<file path="src/sv/nlsf_pkg.sv">
// ----------------------------------------------------------------------------
// nlsf_pkg : shared types and constants for the slew filter cascade
// Sequencer states, register indexes, datapath widths and saturation helper.
// ----------------------------------------------------------------------------
package nlsf_pkg;

  // Defaults for the top-level parameters
  localparam int MAX_STAGES_DEF  = 16;
  localparam int SAMPLE_BITS_DEF = 24;

  // Serial multiplier: signed multiplicand, signed multiplier, product width
  localparam int MA_W = 34;
  localparam int MB_W = 19;
  localparam int PR_W = MA_W + 1 + MB_W;

  localparam int COEF_W  = 17;
  localparam int COUNT_W = 5;
  localparam int ONE_Q16 = 65536;
  localparam int FREQ_MIN = 7;

  // Configuration register indexes
  typedef enum logic [1:0] {
    REG_FREQ   = 2'd0,
    REG_NONLIN = 2'd1,
    REG_STAGES = 2'd2,
    REG_MIX    = 2'd3
  } reg_idx_t;

  // Sequencer states
  typedef enum logic [3:0] {
    ST_IDLE,
    ST_RD_P,
    ST_RD_S,
    ST_RD_END,
    ST_MUL_XN,
    ST_MUL_D,
    ST_MUL_S,
    ST_MUL_P1,
    ST_MUL_P2,
    ST_NEXT,
    ST_MIX_WET,
    ST_MIX_DRY,
    ST_DONE
  } seq_state_t;

  // Clamp a product-width value to the signed 32-bit range
  function automatic logic signed [31:0] sat32(input logic signed [PR_W-1:0] v);
    logic signed [PR_W-1:0] hi;
    logic signed [PR_W-1:0] lo;
    hi = PR_W'(32'sh7FFF_FFFF);
    lo = -PR_W'(32'sh7FFF_FFFF) - PR_W'(1);
    if (v > hi) begin
      return 32'sh7FFF_FFFF;
    end else if (v < lo) begin
      return 32'sh8000_0000;
    end
    return v[31:0];
  endfunction

endpackage

</file>
<file path="src/sv/nonlinear_slew_filter_cascade_unit.sv">
// ----------------------------------------------------------------------------
// nonlinear_slew_filter_cascade_unit : stereo nonlinear slew filter cascade
// Runs each channel through up to MAX_STAGES slew-limited one-pole stages
// and mixes the cascade output with the dry input.
// ----------------------------------------------------------------------------
//  channel | direction | handshake             | payload
//  input   | in        | in_valid / in_stall   | sample_left, sample_right
//  output  | out       | out_valid / out_stall | out_left, out_right
//  config  | in/out    | APB write / read      | pwdata, prdata
//
//  All products go through one radix-2 serial multiplier, one multiplier bit
//  per cycle. A stage runs three read states, five products and one step
//  state. An item runs the stages and the wet and dry mix for the left
//  channel, then for the right; no new input is taken until it is done.
//  Synchronous reset clears the sequencer and the stage store valid bits.
//  A result waits in the output register while out_stall is high; the next
//  transfer is taken meanwhile, and waits at the end of its run.
// ----------------------------------------------------------------------------
module nonlinear_slew_filter_cascade_unit #(
  parameter int MAX_STAGES  = nlsf_pkg::MAX_STAGES_DEF,
  parameter int SAMPLE_BITS = nlsf_pkg::SAMPLE_BITS_DEF
) (
  input  logic                          clk,
  input  logic                          rst,
  input  logic                          in_valid,
  output logic                          in_stall,
  input  logic signed [SAMPLE_BITS-1:0] sample_left,
  input  logic signed [SAMPLE_BITS-1:0] sample_right,
  output logic                          out_valid,
  input  logic                          out_stall,
  output logic signed [SAMPLE_BITS-1:0] out_left,
  output logic signed [SAMPLE_BITS-1:0] out_right,
  input  logic                          psel,
  input  logic                          penable,
  input  logic                          pwrite,
  input  logic [3:0]                    paddr,
  input  logic [31:0]                   pwdata,
  output logic [31:0]                   prdata,
  output logic                          pready
);
  import nlsf_pkg::*;

  localparam int FRAC   = SAMPLE_BITS - 1;
  localparam int DEPTH  = 4 * MAX_STAGES;
  localparam int KW     = $clog2(MAX_STAGES + 1);
  localparam int KIW    = (MAX_STAGES > 1) ? $clog2(MAX_STAGES) : 1;
  localparam int ADDR_W = KIW + 2;
  localparam int CNT_W  = $clog2(MB_W);
  localparam logic signed [PR_W-1:0] SMAX = (PR_W'(1) <<< FRAC) - PR_W'(1);
  localparam logic signed [PR_W-1:0] SMIN = -(PR_W'(1) <<< FRAC);

  // Configuration registers
  logic [COEF_W-1:0]  freq_coef;
  logic [COEF_W-1:0]  nonlin_coef;
  logic [COUNT_W-1:0] stage_count;
  logic [COEF_W-1:0]  mix_control;

  assign pready = 1'b1;

  always_ff @(posedge clk) begin
    if (rst) begin
      freq_coef   <= COEF_W'(32768);
      nonlin_coef <= '0;
      stage_count <= COUNT_W'(2);
      mix_control <= COEF_W'(32768);
    end else if (psel && penable && pwrite) begin
      unique case (reg_idx_t'(paddr[3:2]))
        REG_FREQ:   freq_coef   <= pwdata[COEF_W-1:0];
        REG_NONLIN: nonlin_coef <= pwdata[COEF_W-1:0];
        REG_STAGES: stage_count <= pwdata[COUNT_W-1:0];
        REG_MIX:    mix_control <= pwdata[COEF_W-1:0];
        default: ;
      endcase
    end
  end

  always_comb begin
    unique case (reg_idx_t'(paddr[3:2]))
      REG_FREQ:   prdata = 32'(freq_coef);
      REG_NONLIN: prdata = 32'(nonlin_coef);
      REG_STAGES: prdata = 32'(stage_count);
      REG_MIX:    prdata = 32'(mix_control);
      default:    prdata = '0;
    endcase
  end

  // Effective coefficients
  logic [COEF_W-1:0]      freq_eff;
  logic [KW-1:0]          stages_eff;
  logic signed [MB_W-1:0] wet;
  logic signed [MB_W-1:0] dry_raw;
  logic signed [MB_W-1:0] dry;

  assign freq_eff   = (freq_coef < COEF_W'(FREQ_MIN)) ? COEF_W'(FREQ_MIN) : freq_coef;
  assign stages_eff = (32'(stage_count) > MAX_STAGES) ? KW'(MAX_STAGES) : KW'(stage_count);
  assign wet        = $signed({1'b0, mix_control, 1'b0}) - MB_W'(ONE_Q16);
  assign dry_raw    = MB_W'(2 * ONE_Q16) - $signed({1'b0, mix_control, 1'b0});
  assign dry        = (dry_raw > MB_W'(ONE_Q16)) ? MB_W'(ONE_Q16) : dry_raw;

  // Sequencer and datapath registers
  seq_state_t state, state_next;
  logic                     ch;
  logic [KW-1:0]            k;
  logic signed [31:0]       x;
  logic signed [31:0]       p_r;
  logic signed [31:0]       s_r;
  logic signed [SAMPLE_BITS-1:0] x0_l;
  logic signed [SAMPLE_BITS-1:0] x0_r;
  logic signed [MA_W-1:0]   amag;
  logic [COEF_W-1:0]        d;
  logic signed [PR_W-1:0]   acc;
  logic signed [SAMPLE_BITS-1:0] res_l;
  logic signed [SAMPLE_BITS-1:0] res_r;

  // Serial multiplier
  logic signed [MA_W-1:0] m_a, ma_r;
  logic signed [MB_W-1:0] m_b;
  logic signed [MA_W:0]   mhi;
  logic [MB_W-1:0]        mlo;
  logic [CNT_W-1:0]       mcnt;
  logic                   mrun;
  logic                   mdone;
  logic signed [MA_W:0]   m_add;
  logic signed [MA_W:0]   m_sum;
  logic signed [PR_W-1:0] prod;
  logic                   mul_state;

  assign mul_state = (state == ST_MUL_XN) || (state == ST_MUL_D) || (state == ST_MUL_S) ||
                     (state == ST_MUL_P1) || (state == ST_MUL_P2) ||
                     (state == ST_MIX_WET) || (state == ST_MIX_DRY);
  assign m_add = mlo[0] ? (MA_W + 1)'(ma_r) : '0;
  assign m_sum = (mcnt == CNT_W'(MB_W - 1)) ? (mhi - m_add) : (mhi + m_add);
  assign prod  = $signed({mhi, mlo});

  // Select operands for the product of the current state
  always_comb begin
    m_a = MA_W'(x);
    m_b = '0;
    unique case (state)
      ST_MUL_XN: m_b = MB_W'(nonlin_coef);
      ST_MUL_D: begin
        m_a = amag;
        m_b = MB_W'(freq_eff);
      end
      ST_MUL_S: begin
        m_a = MA_W'(x) - MA_W'(p_r) + MA_W'(s_r);
        m_b = MB_W'(d);
      end
      ST_MUL_P1: m_b = MB_W'(d);
      ST_MUL_P2: begin
        m_a = MA_W'(p_r) + MA_W'(s_r);
        m_b = MB_W'(COEF_W'(ONE_Q16) - d);
      end
      ST_MIX_WET: m_b = wet;
      ST_MIX_DRY: begin
        m_a = ch ? MA_W'(x0_r) : MA_W'(x0_l);
        m_b = dry;
      end
      default: ;
    endcase
  end

  // Results taken from a finished product
  logic signed [PR_W-1:0] xn_a;
  logic signed [PR_W-1:0] d_q;
  logic signed [PR_W-1:0] acc_sum;
  logic signed [PR_W-1:0] mix_q;
  logic signed [31:0]     s_new;
  logic signed [31:0]     p_new;
  logic signed [SAMPLE_BITS-1:0] mix_out;

  assign xn_a    = (prod >>> FRAC) + PR_W'(ONE_Q16);
  assign d_q     = prod >>> 16;
  assign acc_sum = acc + prod;
  assign s_new   = sat32(prod >>> 17);
  assign p_new   = sat32(acc_sum >>> 16);
  assign mix_q   = acc_sum >>> 16;
  assign mix_out = (mix_q > SMAX) ? SAMPLE_BITS'(SMAX) :
                   (mix_q < SMIN) ? SAMPLE_BITS'(SMIN) : mix_q[SAMPLE_BITS-1:0];

  // Stage store with a valid bit per entry; invalid entries read as zero
  logic [31:0]       mem [DEPTH];
  logic [DEPTH-1:0]  vld;
  logic [31:0]       rdata;
  logic              rvld;
  logic [ADDR_W-1:0] raddr;
  logic [ADDR_W-1:0] waddr;
  logic [31:0]       wdata;
  logic              wen;
  logic signed [31:0] rword;

  assign raddr = {k[KIW-1:0], ch, (state == ST_RD_S)};
  assign rword = rvld ? $signed(rdata) : 32'sd0;

  always_comb begin
    wen   = 1'b0;
    waddr = {k[KIW-1:0], ch, 1'b0};
    wdata = 32'(p_new);
    if (mdone && (state == ST_MUL_S)) begin
      wen   = 1'b1;
      waddr = {k[KIW-1:0], ch, 1'b1};
      wdata = 32'(s_new);
    end else if (mdone && (state == ST_MUL_P2)) begin
      wen   = 1'b1;
    end
  end

  always_ff @(posedge clk) begin
    rdata <= mem[raddr];
    rvld  <= vld[raddr];
    if (wen) begin
      mem[waddr] <= wdata;
    end
  end

  always_ff @(posedge clk) begin
    if (rst) begin
      vld <= '0;
    end else if (wen) begin
      vld[waddr] <= 1'b1;
    end
  end

  // State register
  always_ff @(posedge clk) begin
    if (rst) begin
      state <= ST_IDLE;
    end else begin
      state <= state_next;
    end
  end

  // Next state
  always_comb begin
    state_next = state;
    in_stall   = (state != ST_IDLE);
    unique case (state)
      ST_IDLE:   if (in_valid) state_next = (stages_eff == '0) ? ST_MIX_WET : ST_RD_P;
      ST_RD_P:   state_next = ST_RD_S;
      ST_RD_S:   state_next = ST_RD_END;
      ST_RD_END: state_next = ST_MUL_XN;
      ST_MUL_XN: if (mdone) state_next = ST_MUL_D;
      ST_MUL_D:  if (mdone) state_next = ST_MUL_S;
      ST_MUL_S:  if (mdone) state_next = ST_MUL_P1;
      ST_MUL_P1: if (mdone) state_next = ST_MUL_P2;
      ST_MUL_P2: if (mdone) state_next = ST_NEXT;
      ST_NEXT:   state_next = (k == stages_eff) ? ST_MIX_WET : ST_RD_P;
      ST_MIX_WET: if (mdone) state_next = ST_MIX_DRY;
      ST_MIX_DRY: begin
        if (mdone) begin
          if (ch) begin
            state_next = ST_DONE;
          end else begin
            state_next = (stages_eff == '0) ? ST_MIX_WET : ST_RD_P;
          end
        end
      end
      ST_DONE:   if (!out_valid || !out_stall) state_next = ST_IDLE;
      default:   state_next = ST_IDLE;
    endcase
  end

  // Multiplier: load, one bit per cycle, then hold for unload
  always_ff @(posedge clk) begin
    if (rst) begin
      mrun  <= 1'b0;
      mdone <= 1'b0;
      mcnt  <= '0;
    end else if (mul_state) begin
      if (mdone) begin
        mdone <= 1'b0;
      end else if (mrun) begin
        mhi  <= m_sum >>> 1;
        mlo  <= {m_sum[0], mlo[MB_W-1:1]};
        mcnt <= mcnt + CNT_W'(1);
        if (mcnt == CNT_W'(MB_W - 1)) begin
          mrun  <= 1'b0;
          mdone <= 1'b1;
        end
      end else begin
        ma_r <= m_a;
        mhi  <= '0;
        mlo  <= m_b;
        mcnt <= '0;
        mrun <= 1'b1;
      end
    end
  end

  // Datapath updates
  always_ff @(posedge clk) begin
    if (rst) begin
      ch <= 1'b0;
      k  <= '0;
    end else begin
      unique case (state)
        ST_IDLE: begin
          if (in_valid) begin
            x0_l <= sample_left;
            x0_r <= sample_right;
            x    <= 32'(sample_left);
            ch   <= 1'b0;
            k    <= '0;
          end
        end
        ST_RD_S:   p_r <= rword;
        ST_RD_END: s_r <= rword;
        ST_MUL_XN: begin
          if (mdone) begin
            amag <= (xn_a < 0) ? MA_W'(-xn_a) : MA_W'(xn_a);
          end
        end
        ST_MUL_D: begin
          if (mdone) begin
            d <= (d_q > PR_W'(ONE_Q16)) ? COEF_W'(ONE_Q16) : d_q[COEF_W-1:0];
          end
        end
        ST_MUL_P1: if (mdone) acc <= prod;
        ST_MUL_P2: begin
          if (mdone) begin
            x <= p_new;
            k <= k + KW'(1);
          end
        end
        ST_MIX_WET: if (mdone) acc <= prod;
        ST_MIX_DRY: begin
          if (mdone && !ch) begin
            res_l <= mix_out;
            ch    <= 1'b1;
            k     <= '0;
            x     <= 32'(x0_r);
          end else if (mdone) begin
            res_r <= mix_out;
          end
        end
        default: ;
      endcase
    end
  end

  // Output register: hold a result until it is taken
  always_ff @(posedge clk) begin
    if (rst) begin
      out_valid <= 1'b0;
    end else begin
      if (state == ST_DONE && (!out_valid || !out_stall)) begin
        out_valid <= 1'b1;
        out_left  <= res_l;
        out_right <= res_r;
      end else if (out_valid && !out_stall) begin
        out_valid <= 1'b0;
      end
    end
  end

endmodule
</file>
<file path="config.mk">
export PLATFORM = sky130hd
export DESIGN_NAME = nonlinear_slew_filter_cascade_unit
export DESIGN_NICKNAME = d
export VERILOG_FILES = /design/src/sv/nlsf_pkg.sv /design/src/sv/nonlinear_slew_filter_cascade_unit.sv
export SDC_FILE = /design/constraint.sdc
export NUM_CORES = 2
export LEC_CHECK = 0
export BUFFER_PORTS_ARGS = -buffer_cell sky130_fd_sc_hd__buf_2
export CAP_MARGIN = 20
export CORE_UTILIZATION = 45
export CTS_CLUSTER_DIAMETER = 60
export CTS_CLUSTER_SIZE = 28
export DETAILED_ROUTE_END_ITERATION = 12
export SETUP_SLACK_MARGIN = 0.5
export SLEW_MARGIN = 20
export SYNTH_ARGS = -nofsm -noshare
export SYNTH_HDL_FRONTEND = slang
export SYNTH_SLANG_ARGS = --single-unit
</file>
<file path="constraint.sdc">
create_clock -name clk -period 13.6 [get_ports clk]
set_clock_uncertainty 0.1 [all_clocks]
set_input_delay 2.04 -clock clk [delete_from_list [all_inputs] [get_ports clk]]
set_output_delay 2.04 -clock clk [all_outputs]
set_load 0.01 [all_outputs]
</file>
==> impl_results.html <==
<table>
<tr><th>Metric</th><th>Value</th></tr>
<tr><th colspan="2">Global routing</th></tr>
<tr><td>Global-route congestion overflow total</td><td>0</td></tr>
<tr><td>Vias in the first global route</td><td>61400</td></tr>
<tr><td>First-pass GRT wire length</td><td>444000 um</td></tr>
<tr><td>Total routing resource utilization after global routing</td><td>0.247</td></tr>
<tr><td>Pin count of the biggest net entering global routing</td><td>115</td></tr>
<tr><td>Number of antenna violations at the first check in global routing</td><td>30</td></tr>
<tr><th colspan="2">Setup path</th></tr>
<tr><td>Required time of the worst setup path</td><td>14.04 ns</td></tr>
<tr><td>Arrival time at the worst endpoint</td><td>6.97 ns</td></tr>
<tr><td>Element type at the critical path end</td><td>flip-flop</td></tr>
<tr><td>CP max-delay cell</td><td>buf_4</td></tr>
<tr><td>Critical path fanouts, max</td><td>64</td></tr>
<tr><td>Beginning of the critical path</td><td>mhi[3]</td></tr>
<tr><td>Worst path most repeated cell</td><td>buf_4</td></tr>
<tr><td>Startpoint types</td><td>flip-flop</td></tr>
<tr><td>FF-to-FF path depth</td><td>14</td></tr>
<tr><td>Critical R2R Capture</td><td>mem[33][16]</td></tr>
<tr><td>Minimum setup slack among reg-to-reg paths</td><td>7.07 ns</td></tr>
<tr><td>Delay contributed by the slowest stage of the critical path</td><td>0.76 ns</td></tr>
<tr><td>Critical-path cell list</td><td>ha_1, a21oi_1, o21ai_0, o21bai_1, a211o_1, a21boi_0, or2_1, o21a_1, clkinv_1, a21oi_2, buf_4, nor2b_1, o22ai_4, buf_4</td></tr>
<tr><td>Launch point of the worst reg-to-reg path</td><td>mhi[3]</td></tr>
<tr><td>Worst Setup Path Type</td><td>reg -&gt; reg</td></tr>
<tr><th colspan="2">STA</th></tr>
<tr><td>Final critical-path share of the clock period</td><td>0.480</td></tr>
<tr><td>Worst Max-Slew Pin Slew</td><td>1.27 ns</td></tr>
<tr><td>Achievable Freq</td><td>0.153 GHz</td></tr>
<tr><td>Pins Over Slew Limit</td><td>0</td></tr>
<tr><td>Final-layout setup total negative slack</td><td>0 ns</td></tr>
<tr><td>Worst max-slew margin expressed relative to the limit</td><td>0.154</td></tr>
<tr><td>Unrepaired setup endpoints after global routing</td><td>false</td></tr>
<tr><td>Number of hold violations in the final report</td><td>0</td></tr>
<tr><td># setup viols final</td><td>0</td></tr>
<tr><td>Post-layout minimum cycle time</td><td>6.53 ns</td></tr>
<tr><th colspan="2">Clock network</th></tr>
<tr><td>Clock sinks</td><td>2650</td></tr>
<tr><td>Maximum level of the CTS H-tree</td><td>4</td></tr>
<tr><td>Hold buffer count at CTS</td><td>0</td></tr>
<tr><td>Clock tree from TritonCTS</td><td>done</td></tr>
<tr><td>Skew-Pair Late Insertion Delay</td><td>0.91 ns</td></tr>
<tr><td>Root Driver</td><td>clkbuf_16</td></tr>
<tr><td>Number of buffers on the longest clock path</td><td>3</td></tr>
<tr><td>Post-cts repair resize count</td><td>0</td></tr>
<tr><td>Worst-path clk slew</td><td>0.09 ns</td></tr>
<tr><td>Cts bufs inserted</td><td>171</td></tr>
<tr><td>Post-CTS Setup Bufs</td><td>0</td></tr>
<tr><th colspan="2">Drt</th></tr>
<tr><td>Total number of vias</td><td>62900</td></tr>
<tr><td>Met2 Routed Length</td><td>146000 um</td></tr>
<tr><td>Residual DRC</td><td>0</td></tr>
<tr><td>Via density per instance</td><td>6.04</td></tr>
<tr><td>Routed length per placed instance</td><td>29.9 um</td></tr>
<tr><td>DRT Wirelength</td><td>312000 um</td></tr>
<tr><td>Wl on met1</td><td>129000 um</td></tr>
<tr><td>DR pass1 iterations</td><td>6</td></tr>
<tr><td>Count of antenna-violating nets left after detailed routing</td><td>0</td></tr>
<tr><td>Met3 routed wirelength</td><td>24400 um</td></tr>
<tr><td>DRC marker count from the first detailed-route iteration</td><td>7249</td></tr>
<tr><td>Highest metal layer with signal wires</td><td>met5</td></tr>
<tr><th colspan="2">Floorplan</th></tr>
<tr><td>Initial core utilization</td><td>0.452</td></tr>
<tr><td>Height of the die</td><td>502 um</td></tr>
<tr><td>Boundary Pins</td><td>174</td></tr>
<tr><td>Overall die width</td><td>502 um</td></tr>
<tr><td>Core outline area</td><td>248000 um^2</td></tr>
<tr><td>Std-Cell Rows</td><td>183</td></tr>
<tr><td>Die Footprint</td><td>252000 um^2</td></tr>
<tr><th colspan="2">Logic synthesis</th></tr>
<tr><td>Synthesized instance count</td><td>6771</td></tr>
<tr><td>Cell variety after synth</td><td>92</td></tr>
<tr><td>Asr flop ratio synth</td><td>0</td></tr>
<tr><td>Number of enable-type register cells in the synthesized netlist</td><td>2479</td></tr>
<tr><td>Mean instance size in the synthesized netlist</td><td>16.6 um^2</td></tr>
<tr><td>Most instantiated flip-flop cell in the synthesis netlist</td><td>edfxtp_1</td></tr>
<tr><td>YS warnings</td><td>0</td></tr>
<tr><td>Netlist area before placement</td><td>112000 um^2</td></tr>
<tr><td>Fraction of the yosys area taken by sequential cells</td><td>0.693</td></tr>
<tr><td>Number of synthesized register bits</td><td>2650</td></tr>
<tr><th colspan="2">Outcome</th></tr>
<tr><td>Run status</td><td>complete, no violations</td></tr>
<tr><th colspan="2">Placed design</th></tr>
<tr><td>Placed wire-length estimate after detailed placement</td><td>193000 um</td></tr>
<tr><td>GP Congestion</td><td>0.918</td></tr>
<tr><td>Placed cell count</td><td>10100</td></tr>
<tr><td>Port-buffer cells</td><td>140</td></tr>
<tr><th colspan="2">Pwr</th></tr>
<tr><td>Leak</td><td>39.2 nW</td></tr>
<tr><td>Maximum vdd ir drop</td><td>185 uV</td></tr>
<tr><td>PnR Total Power</td><td>0.0206 W</td></tr>
<tr><td>Power density of the placed cells</td><td>165 nW/um^2</td></tr>
<tr><th colspan="2">Layout</th></tr>
<tr><td>Area growth from synthesis to final layout</td><td>10.9%</td></tr>
<tr><td>Share of layout cells above drive strength 1</td><td>0.191</td></tr>
<tr><td>Layout Cells excl Fill</td><td>10400</td></tr>
<tr><td>Number of nets at the end of the flow</td><td>7224</td></tr>
<tr><th colspan="2">Hold path</th></tr>
<tr><td>Hold WC Path Type</td><td>reg -&gt; reg</td></tr>
<tr><td>HP Start</td><td>res_r[8]</td></tr>
<tr><td>Min-Delay Path Depth</td><td>0</td></tr>
<tr><td>Min-Delay Endpoint</td><td>out_right[8]</td></tr>
<tr><th colspan="2">Run</th></tr>
<tr><td>Max-cap violation count</td><td>0</td></tr>
</table>
-- worst max-delay path: cells and delay by family, from the launching register on --
family	cells	cell delay (ns)
AOI/OAI and AO/OA	8	2.74
adders and majority gates	1	0.51
buffers and inverters	3	1.72
DFF	1	0.62
and+or+nand+nor	2	0.32
-- state kept, by name, indices dropped and copies added (netlist names), 32 cells and up --
register and flops:
p_r 32, amag 34, acc 53, ma_r 34, rdata 32, mem 2048, s_r 32, vld 64
x 32, mhi 34
-- routing by layer --
| metal | GRT usage | vias up |
|---|---|---|
| met5 | 0 | - |
| met4 | 0.0920 | 8 |
| met3 | 0.0417 | 449 |
| met2 | 0.388 | 2440 |
| met1 | 0.346 | 32900 |
| li1 | - | 27100 |
-- layout by cell type, fill, tap and decap left out, types with 33 or more instances in the layout --
cell type and instances:
mux4_2 535, edfxtp_1 2479, a22oi_1 42, buf_2 139
a21oi_1 293, clkbuf_16 176, buf_4 170, a21o_1 82
fa_1 34, nand4_1 39, nor2_4 69, ha_1 165
xnor2_1 112, mux2i_1 295, o21ai_0 203, nand3_1 67
xor2_1 74, nor3_1 60, inv_1 198, nand2b_1 40
inv_6 33, nor2_1 354, o22ai_1 139, nor2b_1 64
nand2_1 316, or4_1 41, dfxtp_1 168, and2_1 70
a31oi_1 40
-- synth_stat cells, types with 67 or more instances --
library cell | count | area [um^2]
mux2i_1 | 295 | 2950
mux4_2 | 535 | 12000
o21ai_0 | 203 | 1020
dfxtp_1 | 171 | 3420
edfxtp_1 | 2479 | 74400
nor3_1 | 67 | 335
a21o_1 | 82 | 616
nand3_1 | 70 | 350
buf_1 | 81 | 304
and2_1 | 70 | 438
nor2_1 | 429 | 1610
nand2_1 | 318 | 1190
ha_1 | 165 | 2060
xor2_1 | 74 | 648
clkbuf_1 | 242 | 908
inv_1 | 198 | 743
xnor2_1 | 112 | 981
a21oi_1 | 295 | 1480
o22ai_1 | 163 | 1020
-- final cells by class --
| type | instances | area (um^2) |
|---|---|---|
| diodes | 10 | 25.0 |
| clock buffers | 185 | 4440 |
| clock inverters | 138 | 1760 |
| fillers | 20500 | 124000 |
| inverters | 199 | 747 |
| multi-input cells | 3594 | 33500 |
| flip-flops and latches | 2650 | 77900 |
| well taps | 3330 | 4170 |
| repair buffers | 318 | 2140 |
-- cells by family after synthesis --
logic type,count (synthesis),share of synthesized area
compound gates,1073,0.0603
xor+xnor,186,0.0145
fa+ha+maj,199,0.0244
buf+inv,545,0.0189
flops,2650,0.693
mux,845,0.135
other cells,2,0.0000668
simple gates,1271,0.0539
-- where the power goes --
part	leakage [nW]	switching, W	total, W	internal (W)
sequential	23.7	0.000213	0.0100	0.00982
combinational	12.6	0.00311	0.00473	0.00162
clock	2.98	0.00316	0.00581	0.00265
total	39.2	0.00648	0.0206	0.0141
-- how the worst max path moves through the flow --
| stage | end | slack (ns) | cells past startpoint |
|---|---|---|---|
| after global routing | mem[39][14] | 6.83 | 14 |
| after global placement | mem[36][16] | 7.32 | 14 |
| final | mem[33][16] | 7.07 | 14 |
| after floorplan | acc[0] | 6.89 | 3 |
| after CTS | mem[14][16] | 7.19 | 14 |
| after detailed placement | mem[37][16] | 7.26 | 14 |
-- per-stage QoR --
| step | util | hold slack (ns) | worst slack (ns) | area, um^2 |
|---|---|---|---|---|
| floorplan | - | 0.300 | 6.89 | 112000 |
| finish | 0.502 | 0.318 | 7.07 | 125000 |
| CTS | 0.501 | 0.315 | 7.19 | 125000 |
| global placement | 0.476 | 0.301 | 7.32 | 118000 |
| global route | 0.501 | 0.331 | 6.83 | 125000 |
| detailed placement | 0.476 | 0.305 | 7.26 | 118000 |
Note: power is estimated with default switching activity, not from simulation.
